--- src/hdl/mtbm_pkg.sv ---
// Shared types, register indexes and helpers for the button mode controller.
package mtbm_pkg;

    // Configuration port geometry.
    localparam int CFG_IDX_W  = 3;
    localparam int CFG_DATA_W = 16;

    // Configuration register indexes.
    localparam logic [CFG_IDX_W-1:0] REG_TAP_MIN      = 3'd0;
    localparam logic [CFG_IDX_W-1:0] REG_ACK_MIN      = 3'd1;
    localparam logic [CFG_IDX_W-1:0] REG_MUTE_MIN     = 3'd2;
    localparam logic [CFG_IDX_W-1:0] REG_QUIET        = 3'd3;
    localparam logic [CFG_IDX_W-1:0] REG_ROTATE       = 3'd4;
    localparam logic [CFG_IDX_W-1:0] REG_SCREEN_COUNT = 3'd5;

    // Reset values of the configuration registers.
    localparam logic [15:0] TAP_MIN_RST      = 16'd100;
    localparam logic [15:0] ACK_MIN_RST      = 16'd1000;
    localparam logic [15:0] MUTE_MIN_RST     = 16'd3000;
    localparam logic [15:0] QUIET_RST        = 16'd800;
    localparam logic [15:0] ROTATE_RST       = 16'd5000;
    localparam logic [4:0]  SCREEN_COUNT_RST = 5'd7;

    // Largest usable screen count.
    localparam logic [4:0] SCREEN_MAX = 5'd16;

    // Tap counter saturation value.
    localparam logic [1:0] TAPS_MAX = 2'd3;

    // Operating modes.
    typedef enum logic [1:0] {
        MODE_STD    = 2'd0,
        MODE_HIGH   = 2'd1,
        MODE_HIDDEN = 2'd2
    } mode_t;

    // One input transaction.
    typedef struct packed {
        logic        button_down;
        logic [31:0] now_ms;
    } item_t;

    // One result transaction.
    typedef struct packed {
        logic [1:0] op_mode;
        logic [3:0] screen_index;
        logic       redraw;
        logic       mute_pulse;
        logic       ack_pulse;
        logic       mode_changed;
        logic       blank_display;
        logic       resume_link;
    } result_t;

    // Current configuration, as seen by the decoder.
    typedef struct packed {
        logic [15:0] tap_min_ms;
        logic [15:0] ack_min_ms;
        logic [15:0] mute_min_ms;
        logic [15:0] quiet_ms;
        logic [15:0] rotate_ms;
        logic [4:0]  screen_count;
    } cfg_t;

    // Next screen index; the count is clamped to 1..16 and the index wraps to 0.
    function automatic logic [3:0] next_screen(input logic [3:0] s, input logic [4:0] count);
        logic [4:0] n;
        logic [3:0] inc;
        logic [3:0] res;
        n = count;
        if (n == 5'd0)
        begin
            n = 5'd1;
        end
        if (n > SCREEN_MAX)
        begin
            n = SCREEN_MAX;
        end
        inc = s + 4'd1;
        res = inc;
        if (inc == 4'd0 || {1'b0, inc} >= n)
        begin
            res = 4'd0;
        end
        return res;
    endfunction

endpackage

--- src/hdl/multi_tap_button_mode_controller.sv ---
// Top level of the multi-tap and long-press button mode controller.
//
//   Channel   Ports                                   Payload
//   item      item_valid, item_stall, item            button_down, now_ms
//   result    result_valid, result_stall, result      op_mode .. resume_link
//   config    cfg_write, cfg_index, cfg_data          six 16/5-bit registers
//
// One poll per clock cycle is sustained while result_stall is low: the decoder state updates in the
// same cycle in which the held poll moves into the result register.
// result_valid rises once the accepted item has passed the input register and been loaded
// into the result register; the result is taken in a cycle with result_stall low.
// Reset clears the decoder state, loads the register defaults and empties both stages.
// A stalled result holds the held poll, which in turn stalls the item side.
module multi_tap_button_mode_controller (
    input  logic                            clk,
    input  logic                            rst_n,
    input  logic                            item_valid,
    output logic                            item_stall,
    input  mtbm_pkg::item_t                 item,
    output logic                            result_valid,
    input  logic                            result_stall,
    output mtbm_pkg::result_t               result,
    input  logic                            cfg_write,
    input  logic [mtbm_pkg::CFG_IDX_W-1:0]  cfg_index,
    input  logic [mtbm_pkg::CFG_DATA_W-1:0] cfg_data
);
    import mtbm_pkg::*;

    cfg_t    cfg;
    logic    held_valid;
    item_t   held_item;
    logic    out_free;
    logic    fire;
    result_t core_result;

    // A held poll is processed whenever the result register can take it.
    assign fire = held_valid && out_free;

    mtbm_cfg u_cfg (
        .clk       (clk),
        .rst_n     (rst_n),
        .cfg_write (cfg_write),
        .cfg_index (cfg_index),
        .cfg_data  (cfg_data),
        .cfg       (cfg)
    );

    mtbm_in_stage u_in_stage (
        .clk        (clk),
        .rst_n      (rst_n),
        .item_valid (item_valid),
        .item_stall (item_stall),
        .item       (item),
        .take       (fire),
        .held_valid (held_valid),
        .held_item  (held_item)
    );

    mtbm_core u_core (
        .clk    (clk),
        .rst_n  (rst_n),
        .fire   (fire),
        .item   (held_item),
        .cfg    (cfg),
        .result (core_result)
    );

    mtbm_out_stage u_out_stage (
        .clk          (clk),
        .rst_n        (rst_n),
        .load         (fire),
        .data         (core_result),
        .free         (out_free),
        .result_valid (result_valid),
        .result_stall (result_stall),
        .result       (result)
    );

endmodule

--- src/hdl/mtbm_cfg.sv ---
// Configuration register file for the button mode controller.
module mtbm_cfg (
    input  logic                           clk,
    input  logic                           rst_n,
    input  logic                           cfg_write,
    input  logic [mtbm_pkg::CFG_IDX_W-1:0] cfg_index,
    input  logic [mtbm_pkg::CFG_DATA_W-1:0] cfg_data,
    output mtbm_pkg::cfg_t                 cfg
);
    import mtbm_pkg::*;

    cfg_t cfg_reg;
    cfg_t cfg_next;

    // Decode the write; unknown indexes are ignored.
    always_comb
    begin
        cfg_next = cfg_reg;
        if (cfg_write)
        begin
            case (cfg_index)
                REG_TAP_MIN:      cfg_next.tap_min_ms   = cfg_data;
                REG_ACK_MIN:      cfg_next.ack_min_ms   = cfg_data;
                REG_MUTE_MIN:     cfg_next.mute_min_ms  = cfg_data;
                REG_QUIET:        cfg_next.quiet_ms     = cfg_data;
                REG_ROTATE:       cfg_next.rotate_ms    = cfg_data;
                REG_SCREEN_COUNT: cfg_next.screen_count = cfg_data[4:0];
                default:          cfg_next = cfg_reg;
            endcase
        end
    end

    always_ff @(posedge clk or negedge rst_n)
    begin
        if (!rst_n)
        begin
            cfg_reg.tap_min_ms   <= TAP_MIN_RST;
            cfg_reg.ack_min_ms   <= ACK_MIN_RST;
            cfg_reg.mute_min_ms  <= MUTE_MIN_RST;
            cfg_reg.quiet_ms     <= QUIET_RST;
            cfg_reg.rotate_ms    <= ROTATE_RST;
            cfg_reg.screen_count <= SCREEN_COUNT_RST;
        end
        else
        begin
            cfg_reg <= cfg_next;
        end
    end

    assign cfg = cfg_reg;

endmodule

--- src/hdl/mtbm_in_stage.sv ---
// Input register that holds one transaction until the decoder takes it.
module mtbm_in_stage (
    input  logic            clk,
    input  logic            rst_n,
    input  logic            item_valid,
    output logic            item_stall,
    input  mtbm_pkg::item_t item,
    input  logic            take,
    output logic            held_valid,
    output mtbm_pkg::item_t held_item
);
    import mtbm_pkg::*;

    logic  valid_reg;
    logic  valid_next;
    item_t item_reg;
    logic  accept;

    // The register is free when empty or when its content leaves this cycle.
    assign item_stall = valid_reg && !take;
    assign accept     = item_valid && !item_stall;

    always_comb
    begin
        valid_next = valid_reg;
        if (accept)
        begin
            valid_next = 1'b1;
        end
        else if (take)
        begin
            valid_next = 1'b0;
        end
    end

    always_ff @(posedge clk or negedge rst_n)
    begin
        if (!rst_n)
        begin
            valid_reg <= 1'b0;
        end
        else
        begin
            valid_reg <= valid_next;
        end
    end

    // Payload register needs no reset.
    always_ff @(posedge clk)
    begin
        if (accept)
        begin
            item_reg <= item;
        end
    end

    assign held_valid = valid_reg;
    assign held_item  = item_reg;

endmodule

--- src/hdl/mtbm_core.sv ---
// Button decoder state and the single-pass logic that turns one poll into one result.
module mtbm_core (
    input  logic              clk,
    input  logic              rst_n,
    input  logic              fire,
    input  mtbm_pkg::item_t   item,
    input  mtbm_pkg::cfg_t    cfg,
    output mtbm_pkg::result_t result
);
    import mtbm_pkg::*;

    // Decoder state.
    logic        was_down_reg,     was_down_next;
    logic [31:0] press_start_reg,  press_start_next;
    logic [1:0]  tap_count_reg,    tap_count_next;
    logic [31:0] release_time_reg, release_time_next;
    mode_t       mode_reg,         mode_next;
    logic [3:0]  screen_reg,       screen_next;
    logic [31:0] advance_time_reg, advance_time_next;

    // Intermediate terms.
    logic        down;
    logic [31:0] now;
    logic [31:0] held;
    logic [31:0] since_release;
    logic [31:0] since_advance;
    logic        release_edge;
    logic        hold_mute;
    logic        hold_ack;
    logic        tap_hit;
    logic [1:0]  taps_mid;
    logic        quiet_ok;
    logic        group_fires;
    mode_t       target;
    logic        tap_advance;
    logic        auto_advance;
    logic        mode_change;

    assign down          = item.button_down;
    assign now           = item.now_ms;
    assign held          = now - press_start_reg;
    assign since_release = now - release_time_reg;
    assign since_advance = now - advance_time_reg;
    assign release_edge  = !down && was_down_reg;

    // Hold classification at release, checked in the order mute, acknowledge, tap.
    assign hold_mute = release_edge && (held >= {16'd0, cfg.mute_min_ms});
    assign hold_ack  = release_edge && !hold_mute && (held >= {16'd0, cfg.ack_min_ms});
    assign tap_hit   = release_edge && !hold_mute && !hold_ack
                       && (held >= {16'd0, cfg.tap_min_ms});

    // Tap count after the release is handled.
    always_comb
    begin
        taps_mid = tap_count_reg;
        if (hold_mute || hold_ack)
        begin
            taps_mid = 2'd0;
        end
        else if (tap_hit && tap_count_reg != TAPS_MAX)
        begin
            taps_mid = tap_count_reg + 2'd1;
        end
    end

    // A tap in this poll sets the release time to now, so the gap is zero.
    assign quiet_ok    = tap_hit ? (cfg.quiet_ms == 16'd0)
                                 : (since_release >= {16'd0, cfg.quiet_ms});
    assign group_fires = (taps_mid != 2'd0) && !down && quiet_ok;

    // Mode the tap group asks for.
    always_comb
    begin
        target = mode_reg;
        case (taps_mid)
            2'd2:    target = (mode_reg == MODE_HIGH) ? MODE_STD : MODE_HIGH;
            2'd3:    target = (mode_reg == MODE_HIDDEN) ? MODE_STD : MODE_HIDDEN;
            default: target = mode_reg;
        endcase
    end

    assign mode_change = group_fires && (target != mode_reg);
    assign tap_advance = group_fires && (taps_mid == 2'd1) && (mode_reg != MODE_HIDDEN);

    // A tap advance resets the advance time to now, which rules out an auto advance.
    assign auto_advance = !tap_advance && (mode_reg != MODE_HIDDEN)
                          && (since_advance > {16'd0, cfg.rotate_ms});

    // Next state.
    always_comb
    begin
        was_down_next     = down;
        press_start_next  = (down && !was_down_reg) ? now : press_start_reg;
        release_time_next = tap_hit ? now : release_time_reg;
        tap_count_next    = group_fires ? 2'd0 : taps_mid;
        mode_next         = mode_change ? target : mode_reg;
        screen_next       = screen_reg;
        advance_time_next = advance_time_reg;
        if (tap_advance || auto_advance)
        begin
            screen_next       = next_screen(screen_reg, cfg.screen_count);
            advance_time_next = now;
        end
    end

    always_ff @(posedge clk or negedge rst_n)
    begin
        if (!rst_n)
        begin
            was_down_reg     <= 1'b0;
            press_start_reg  <= 32'd0;
            tap_count_reg    <= 2'd0;
            release_time_reg <= 32'd0;
            mode_reg         <= MODE_STD;
            screen_reg       <= 4'd0;
            advance_time_reg <= 32'd0;
        end
        else if (fire)
        begin
            was_down_reg     <= was_down_next;
            press_start_reg  <= press_start_next;
            tap_count_reg    <= tap_count_next;
            release_time_reg <= release_time_next;
            mode_reg         <= mode_next;
            screen_reg       <= screen_next;
            advance_time_reg <= advance_time_next;
        end
    end

    // Result fields for this poll.
    always_comb
    begin
        result.op_mode       = mode_next;
        result.screen_index  = screen_next;
        result.redraw        = tap_advance || auto_advance || mode_change;
        result.mute_pulse    = hold_mute;
        result.ack_pulse     = hold_ack;
        result.mode_changed  = mode_change;
        result.blank_display = mode_change && (target == MODE_HIDDEN);
        result.resume_link   = mode_change && (mode_reg == MODE_HIDDEN);
    end

endmodule

--- src/hdl/mtbm_out_stage.sv ---
// Result register that holds one transaction until the receiver takes it.
module mtbm_out_stage (
    input  logic              clk,
    input  logic              rst_n,
    input  logic              load,
    input  mtbm_pkg::result_t data,
    output logic              free,
    output logic              result_valid,
    input  logic              result_stall,
    output mtbm_pkg::result_t result
);
    import mtbm_pkg::*;

    logic    valid_reg;
    logic    valid_next;
    result_t data_reg;

    // The register can load when empty or when its content leaves this cycle.
    assign free = !valid_reg || !result_stall;

    always_comb
    begin
        valid_next = valid_reg;
        if (load)
        begin
            valid_next = 1'b1;
        end
        else if (!result_stall)
        begin
            valid_next = 1'b0;
        end
    end

    always_ff @(posedge clk or negedge rst_n)
    begin
        if (!rst_n)
        begin
            valid_reg <= 1'b0;
        end
        else
        begin
            valid_reg <= valid_next;
        end
    end

    // Payload register needs no reset.
    always_ff @(posedge clk)
    begin
        if (load)
        begin
            data_reg <= data;
        end
    end

    assign result_valid = valid_reg;
    assign result       = data_reg;

endmodule
--- config.mk ---
export PLATFORM = sky130hd
export DESIGN_NAME = multi_tap_button_mode_controller
export DESIGN_NICKNAME = d
export VERILOG_FILES = /design/src/hdl/mtbm_pkg.sv /design/src/hdl/multi_tap_button_mode_controller.sv /design/src/hdl/mtbm_cfg.sv /design/src/hdl/mtbm_in_stage.sv /design/src/hdl/mtbm_core.sv /design/src/hdl/mtbm_out_stage.sv
export SDC_FILE = /design/constraint.sdc
export NUM_CORES = 1
export LEC_CHECK = 0
export BUFFER_PORTS_ARGS = -buffer_cell sky130_fd_sc_hd__buf_2
export CELL_PAD_IN_SITES_DETAIL_PLACEMENT = 1
export CELL_PAD_IN_SITES_GLOBAL_PLACEMENT = 1
export CORE_MARGIN = 2
export CORE_UTILIZATION = 30
export CTS_BUF_LIST = sky130_fd_sc_hd__clkbuf_16
export DETAILED_ROUTE_END_ITERATION = 10
export GPL_ROUTABILITY_DRIVEN = 0
export GPL_TIMING_DRIVEN = 0
export PLACE_DENSITY = 0.65
export RECOVER_POWER = 50
export SLEW_MARGIN = 40
export SYNTH_ARGS = -nofsm -noshare
export SYNTH_HDL_FRONTEND = slang
export SYNTH_HIERARCHICAL = 1
export SYNTH_SLANG_ARGS = --single-unit
export TNS_END_PERCENT = 5
--- constraint.sdc ---
create_clock -name clk -period 16.13 [get_ports clk]
set_input_delay 1.613 -clock clk [delete_from_list [all_inputs] [get_ports clk]]
set_output_delay 1.613 -clock clk [all_outputs]
set_load 0.02 [all_outputs]
==> results.cfg <==
[outcome]
status = finished, violations left
violations = max-capacitance violations, max-slew violations

[cts]
clockBufferDepth = 3
cts.clk_slew.worst_paths_ns = 0.06
cts_buffers = 29
cts_tree = yes
cts_resized = 0
htree_num_levels = 1
clk_latency_ns = 0.58
root_buffer = clkbuf_16
hold_buffers = 0
post_cts_buffers = 0
cts_sinks = 237

[timing]
hold_viol_final = 0
final.setup.tns_ns = 0
slew_violations = 197
worst_hold_slack_ns = 0.487
finalWorstPathRequiredPeriod_ns = 7.11
period_share_pct = 44.1
fmax_mhz = 141
clock_skew_ns = 0.0230
setup_viol = 0
relSlewSlack_pct = -153
tightest_slew_ns = 3.79
grt_setup_unrepaired = no

[floorplanning]
io_pins = 71
coreArea_mm2 = 0.0578
rows = 88
initial_core_util_pct = 30.4
dieArea_mm2 = 0.0606
die_w_um = 246
die_h_um = 246

[power]
ir_drop_mv = 0.0906
p_sw_uw = 1550
powerDensity_mw_per_mm2 = 177
combPwrFrac_pct = 57.2
sequentialPowerShare_pct = 24.8
cellLeakagePower_uw = 0.00879
power.share.switching_pct = 44.4
intPower_uw = 1950
pwr-share-clk_pct = 18.0

[synth]
synth.mux.area_fraction_pct = 12.6
synth_edf_count = 45
synthSimpleGateAreaFrac_pct = 13.9
synth_compound_area_share_pct = 15.6
synthesis.nets = 2068
synthAdderAreaFrac_pct = 13.1
yosys_warnings = 6
synth_cell_types = 95
ys.flop_type = dfrtp_1
syn_inst = 1829
synth_top_family_by_area = compound AO/OA/AOI/OAI gates
ys_seq_area_share_pct = 35.2
syn_area_mm2 = 0.0176
ys_ff_latch = 237
avgSynthCellArea_um2 = 9.61
async_flop_share_pct = 81.0
synth-xor-area-share_pct = 3.04

[layout]
register_area_mm2 = 0.00619
n_fill_cell = 6676
final_common_cell = inv_1
largest_reg_flops = 85
area_growth_pct = 12.6
instances_no_fill = 2720
final_nets = 2171
final_cell_mix = 218 x inv_1, 179 x ha_1, 165 x dfrtp_1
multiInputGateArea_mm2 = 0.0102
fin_util_pct = 34.2
drive_above_1_share_pct = 18.0

[routing]
dr_total_vias = 14110
dr.pass1.iters = 5
drtAntennaViolNets = 0
first_iter_violations = 738
vias_per_cell = 5.19
drc = 0
avgRoutedWirePerCell_um = 18.4
wl_mm = 50.0

[placement]
place_inst = 2666
hpwl_mm = 40.2
io_buffers = 70

[setup_path]
cp.buffers_inverters = 3
path_delay_family = simple AND/OR/NAND/NOR gates
max_stage_delay_ns = 0.61
cp_slowest_cell = mux2i_2
worstPathCellList = inv_1 > fa_1 > nand2b_1 > a21o_1 > a211o_1 > nor2b_1 > o21bai_1 > xor2_1 > ha_1 > nand4_1 > inv_1 > a22o_1 > a2111oi_2 > o2111ai_1 > and4bb_2 > nand4_4 > nor3_4 > mux2i_2 > nor4_4 > nor2_4 > buf_6 > mux2_1
cp.required_ns = 16.57
critPathArrivalTime_ns = 7.54
cp_common_cell = inv_1
end_kind = flop
critPathKind = flop to flop
cp_max_fo = 10
worstSetupStartpointType = flop

[global_route]
grt_pass1_wl_mm = 79.9
grt_overflow = 0
grt_pass1_vias = 14809
grt_usage_pct = 16.5
grt_max_degree = 72
antenna_found_initial = 0

[worst_hold_path]
hold_class = flop to flop

[job]
drv_cap = 3
-- layout make-up --
cell class / count / share of cell area [%]
Antenna cell: 1 / 0.0126
Buffer: 58 / 1.66
Clock buffer: 31 / 3.92
Clock inverter: 22 / 0.708
Inverter: 213 / 4.04
Multi-Input combinational cell: 1321 / 51.7
Sequential cell: 237 / 31.3
Tap cell: 765 / 4.84
Timing Repair Buffer: 72 / 1.80
-- worst register-to-register path: stages, from the launching register on --
cell and delay, ns:
edfxtp_1 0.57, inv_1 0.22, fa_1 0.49, nand2b_1 0.18, a21o_1 0.23, a211o_1 0.34, nor2b_1 0.19, o21bai_1 0.19
xor2_1 0.40, ha_1 0.33, nand4_1 0.12, inv_1 0.09, a22o_1 0.19, a2111oi_2 0.38, o2111ai_1 0.19, and4bb_2 0.37
nand4_4 0.17, nor3_4 0.37, mux2i_2 0.61, nor4_4 0.12, nor2_4 0.55, buf_6 0.31, mux2_1 0.37
-- metrics by stage --
stage / cell area, um2 / total power (uW) / worst slack (ns)
3_3_place_gp: 18900 / 2800 / 9.21
5_1_grt: 19800 / 3820 / 8.01
2_1_floorplan: 17600 / 2320 / 10.66
3_5_place_dp: 19000 / 2880 / 9.01
4_1_cts: 19900 / 3540 / 8.98
6_report: 19800 / 3500 / 9.02
-- synth_stat cells (all sizes together), types with 15 or more instances --
| cell | instances | area share, % |
|---|---|---|
| inv | 213 | 4.5 |
| nor4 | 22 | 0.95 |
| dfstp | 27 | 4.0 |
| o21a | 25 | 1.1 |
| nor2b | 15 | 0.53 |
| o211ai | 19 | 0.81 |
| nand4 | 38 | 1.4 |
| nand2b | 27 | 1.0 |
| edfxtp | 45 | 7.7 |
| a21o | 45 | 1.9 |
| a21oi | 134 | 3.9 |
| nand3 | 32 | 0.91 |
| dfrtp | 165 | 23 |
| ha | 179 | 13 |
| nor2 | 96 | 2.1 |
| xor2 | 26 | 1.3 |
| clkbuf | 28 | 0.60 |
| xnor2 | 35 | 1.7 |
| mux2 | 185 | 12 |
| nand2 | 116 | 2.5 |
| o21ai | 78 | 2.2 |
| nor3 | 38 | 1.2 |
| a31oi | 20 | 0.71 |
| buf | 30 | 1.4 |
-- power by group through the flow --
stage | clock network [uW] | registers [uW] | logic [uW]
2_1_floorplan | 0 | 861 | 1460
3_3_place_gp | 0 | 874 | 1930
3_5_place_dp | 0 | 882 | 2000
4_1_cts | 656 | 872 | 2010
5_1_grt | 677 | 893 | 2250
6_report | 629 | 870 | 2000
-- routing by layer --
metal  global-route usage, %  wire length, um
met1                    21.1            23100
met3                    1.96             1360
met4                    5.45             1710
met2                    28.7            23900
met5                       0                0
-- kinds of logic (layout without fill, tap and decap cells) --
family	count (synthesis)	count (layout)
buffers and inverters	271	396
adder cells (fa/ha/maj)	182	182
XOR/XNOR	61	61
AO/OA/AOI/OAI	422	422
other	0	1
multiplexers	198	198
AND/OR/NAND/NOR	458	458
flip-flops	237	237
-- worst paths after layout --
path / from / end / slack, ns / cells past startpoint
max: u_in_stage/held_item[1] / u_core/advance_time_reg[25] / 9.02 / 22
min: u_core/advance_time_reg[18] / u_core/advance_time_reg[18] / 0.49 / 1
max reg2reg: u_in_stage/held_item[1] / u_core/advance_time_reg[25] / 9.02 / 22
min reg2reg: u_core/advance_time_reg[18] / u_core/advance_time_reg[18] / 0.49 / 1
max in group asynchronous: rst_n / u_core/release_time_reg[21] / 9.34 / 2
min in group asynchronous: rst_n / u_cfg/cfg[54] / 2.01 / 1
Power figures use the tool's default switching activity.
